`config.mk`:
```
export PLATFORM = sky130hd
export DESIGN_NAME = vdn_sqrt_pipe
export DESIGN_NICKNAME = d
export VERILOG_FILES = /design/src/rtl/vdn_pkg.sv /design/src/rtl/vdn_sqrt_pipe.sv
export SDC_FILE = /design/constraint.sdc
export NUM_CORES = 2
export LEC_CHECK = 0
export BUFFER_PORTS_ARGS = -buffer_cell sky130_fd_sc_hd__clkbuf_2
export CAP_MARGIN = 20
export CELL_PAD_IN_SITES_DETAIL_PLACEMENT = 0
export CELL_PAD_IN_SITES_GLOBAL_PLACEMENT = 1
export CORE_MARGIN = 2
export CORE_UTILIZATION = 43
export DETAILED_ROUTE_END_ITERATION = 8
export PLACE_DENSITY_LB_ADDON = 0.1
export SYNTH_ARGS = -nofsm -noshare
export SYNTH_HDL_FRONTEND = slang
export SYNTH_MEMORY_MAX_BITS = 65536
export SYNTH_SLANG_ARGS = --single-unit
export TNS_END_PERCENT = 100
```
`constraint.sdc`:
```
create_clock -name clk -period 3.5 [get_ports clk]
set_input_delay 0.875 -clock clk [delete_from_list [all_inputs] [get_ports clk]]
set_output_delay 0.875 -clock clk [all_outputs]
set_load 0.03 [all_outputs]
```
`src/rtl/vdn_pkg.sv`:
```
// Shared widths and constants for the direction normalise block.
// No dependencies.
package vdn_pkg;
	localparam int COORD_WIDTH_DEF = 32;
	localparam int FRAC_OUT        = 30;
	localparam int NORM_W          = 31;
	localparam int RAD_W           = 64;
	localparam int ROOT_W          = 32;
	localparam int QUOT_W          = 31;
	localparam int NUM_W           = 62;
	localparam int OUT_W           = 32;
endpackage

```
`src/rtl/vdn_sqrt_pipe.sv`:
```
// Pipelined restoring integer square root, one root bit per stage.
// Depends on vdn_pkg; carries a sideband word and valid bit alongside.
module vdn_sqrt_pipe #(
	parameter int SIDE_W = 1
) (
	input  logic                          clk,
	input  logic                          arst_n,
	input  logic                          en,
	input  logic                          in_vld,
	input  logic [vdn_pkg::RAD_W-1:0]     rad,
	input  logic [SIDE_W-1:0]             in_side,
	output logic                          out_vld,
	output logic [vdn_pkg::ROOT_W-1:0]    root,
	output logic [SIDE_W-1:0]             out_side
);
	import vdn_pkg::*;

	logic [ROOT_W+1:0]  rem_s  [0:ROOT_W-1];
	logic [ROOT_W-1:0]  root_s [0:ROOT_W-1];
	logic [RAD_W-1:0]   rad_s  [0:ROOT_W-1];
	logic [SIDE_W-1:0]  side_s [0:ROOT_W-1];
	logic               vld_s  [0:ROOT_W-1];

	for (genvar k = 0; k < ROOT_W; k++) begin : g_stg
		logic [ROOT_W+1:0] rem_in;
		logic [ROOT_W-1:0] root_in;
		logic [RAD_W-1:0]  rad_in;
		logic [SIDE_W-1:0] side_in;
		logic              vld_in;
		logic [ROOT_W+1:0] cat;
		logic [ROOT_W+1:0] trial;
		logic              take;

		if (k == 0) begin : g_first
			assign rem_in  = '0;
			assign root_in = '0;
			assign rad_in  = rad;
			assign side_in = in_side;
			assign vld_in  = in_vld;
		end else begin : g_next
			assign rem_in  = rem_s[k-1];
			assign root_in = root_s[k-1];
			assign rad_in  = rad_s[k-1];
			assign side_in = side_s[k-1];
			assign vld_in  = vld_s[k-1];
		end

		assign cat   = {rem_in[ROOT_W-1:0], rad_in[RAD_W-1-2*k -: 2]};
		assign trial = {root_in, 2'b01};
		assign take  = (cat >= trial);

		always_ff @(posedge clk or negedge arst_n) begin
			if (!arst_n) begin
				vld_s[k] <= 1'b0;
			end else if (en) begin
				vld_s[k] <= vld_in;
			end
		end

		always_ff @(posedge clk) begin
			if (en) begin
				rem_s[k]  <= take ? (cat - trial) : cat;
				root_s[k] <= {root_in[ROOT_W-2:0], take};
				rad_s[k]  <= rad_in;
				side_s[k] <= side_in;
			end
		end
	end

	assign out_vld  = vld_s[ROOT_W-1];
	assign root     = root_s[ROOT_W-1];
	assign out_side = side_s[ROOT_W-1];
endmodule

```
==> impl_metrics.ini <==
[critical_path]
r2r_end = rem_s[0][429]
cp.arrival_ps = 4170
path_buf_inv = 1
critical_path_class = reg -> reg
worst-r2r-setup-slack_ps = -60
setup.worst_path.end = rem_s[0][429]
crit_path_end_kind = register
r2r_start = rem_s[0][397]
cp_max_fo = 7
crit_start = rem_s[0][397]
cp_slowest_cell = or4_4
crit_required_ps = 4110
crit_family = simple AND/OR/NAND/NOR gates
cp_common_cell = or4_4
path_depth = 8
crit_path_max_incr_delay_ps = 550
ff2ff_path_depth = 8
crit_chain = or4_4 > or3_4 > or4_4 > or4_4 > or4_4 > nand3b_4 > buf_6 > a22o_1
start_kind = register

[yosys]
synthTopCellsByArea = edfxtp_1, ha_1, xnor2_1
yosysWarnings = 0
netlist_instances = 8978
yosys.area.top_type = edfxtp_1
synth_cell_types = 85
ys_seq_area_share_pct = 64.6
synth-edff-count = 2497
synth_area_um2 = 117000
ys_ff_latch = 2529
yosys.area.top_type_share_pct = 63.9
async_reset_ff_share_pct = 1.27
ys.flop_type = edfxtp_1
synth_area_per_cell_um2 = 13.1
syn-num-nets = 9608

[die]
initial_core_util_pct = 43.3
die_y_um = 526
boundaryPins = 103
die_area_um2 = 277000
die_width_um = 526
core_area_um2 = 271000
rows = 191

[sta]
maxSlewHeadroom_pct = 44.4
hold_violations = 0
tightest_slew_ps = 826
setup_viol = 15
final.setup_skew_ps = 56.9
fmax_mhz = 281
hold_ws_ps = 78.6
slew_violations = 0
rsz0062_at_grt = true
fin_crit_sh_pct = 102
post-route-min-period_ps = 3560
tns_ps = -394
timing.final.ws_setup_ps = -58.9

[routing]
ant_nets = 0
wire_per_inst_um = 19.3
drt-total-wl_um = 259000
vias_per_cell = 5.24
initialDrtViolationCount = 4898
drcViolationCount = 0
drtPass1Iterations = 5
vias = 70400

[cts]
cts_root_buf = clkbuf_16
cts.sinks = 2529
cts_max_path_buffers = 4
clk_pin_slew_ps = 60
htree_num_levels = 5
cts_made_buffers = 288
clock_latency_ps = 890
cts_tree = yes
hold_buffers = 0

[global_route]
grt_pass1_wl_um = 402000
grt_pass1_vias = 70200
grt-ovfl-total = 0
antenna_found_initial = 5
track_usage_pct = 18.4
use_met3_pct = 2.24
busiest_layer = met2
use_met1_pct = 24.6
grt_max_degree = 115
grt.met2_usage_pct = 31.1

[placed_design]
post-place-ws_ps = -174
gp_congestion = 0.848
dp_hpwl_um = 188000
io_buffers = 102

[cells_and_area]
num-fill-cells = 23700
layout.area.seq_um2 = 75800
multi_input_area_um2 = 38700
syn2layout_area_growth_pct = 15.5
mostFrequentLayoutCell = edfxtp_1
final_cell_mix = edfxtp_1, inv_1, a21oi_1, nor2_1, ha_1
drive_gt1_share_pct = 13.0
nets = 10300

[power_and_ir_drop]
powerDensity_nw_per_um2 = 670
power.total_mw = 90.7
p_leak_nw = 52.6
vdd_drop_max_v = 0.000453

[hold_path]
hp-class = in -> async

[flow_run]
cap_violations = 0

[status]
status = complete, but fails checks
failed_checks = setup timing
## registers in the layout, indices dropped and copies added, names as in the netlist
register,flops
rad_s,992
rem_s,945
root_s,528
side_s,32
g_stg.vld_in,31
out_vld,1
## power breakdown
group | switching, mW | internal, mW | total [mW] | leakage, nW
combinational | 11.1 | 9.07 | 20.2 | 23.7
clock | 12.0 | 17.4 | 29.4 | 4.49
sequential | 2.68 | 38.4 | 41.1 | 24.4
## worst register-to-register path: cells and delay by family, from the launching register on
family          cells  cell delay, ps
compound gates      1             200
buf+inv             1             170
flops               1             400
simple gates        6            2550
## area by class of cell
class,instances,share of cell area (%)
diodes,1,0.00185
inverters,711,1.97
multi-input cells,5560,28.6
clock buffers,366,5.65
well taps,3570,3.30
clock inverters,151,1.16
flip-flops and latches,2529,56.0
repair buffers,541,3.36
## kinds of logic (layout without fill, tap and decap cells)
family | count (synthesis) | after routing | synth area share, %
compound gates | 1787 | 1787 | 9.42
xor+xnor | 777 | 777 | 5.80
other cells | 1 | 2 | 0.00320
flops | 2529 | 2529 | 64.6
buf+inv | 890 | 1769 | 2.86
simple gates | 2264 | 2265 | 9.69
mux | 169 | 169 | 1.61
fa+ha+maj | 561 | 561 | 5.99
## cell usage after synthesis (all sizes together) (109+ instances only)
cell type,count
edfxtp,2497
inv,708
a21oi,646
nor2,619
ha,561
nand2,469
xnor2,446
o21ai,372
xor2,331
a21o,242
nor3,181
nand3,161
clkbuf,159
mux2,158
nand2b,119
nand4,117
nor4,109
## stage by stage
| stage | util [%] | std cells | area [um2] |
|---|---|---|---|
| floorplan | - | 8978 | 117000 |
| global placement | 46.3 | 12900 | 126000 |
| global route | 50.0 | 13400 | 135000 |
| CTS | 49.7 | 13400 | 135000 |
| detailed placement | 46.3 | 12900 | 126000 |
| finish | 50.0 | 13400 | 135000 |
## how the worst min path moves through the flow
stage                             endpoint  slack [ps]  depth (start not counted)
after floorplan               rad_s[10][0]         400                          0
after global placement       rad_s[18][16]         400                          0
after detailed placement     rad_s[10][29]         400                          0
after CTS                 g_stg[26].vld_in          20                          1
after global routing      g_stg[26].vld_in         100                          1
final                     g_stg[30].vld_in          80                          1
## repair_timing
| action | in CTS | in global routing |
|---|---|---|
| cloned | 2 | 4 |
| buffers inserted | 3 | 10 |
| pin swaps | 2 | 14 |
| endpoints found under the setup margin | 38 | 332 |
| resized for setup | 10 | 119 |
## per-layer routing
metal,part of all wire [%],vias up
met5,0.010,-
met4,3.0,4
met3,3.8,408
li1,-,34600
met1,45,34000
met2,48,1308
Power figures use the tool's default switching activity.
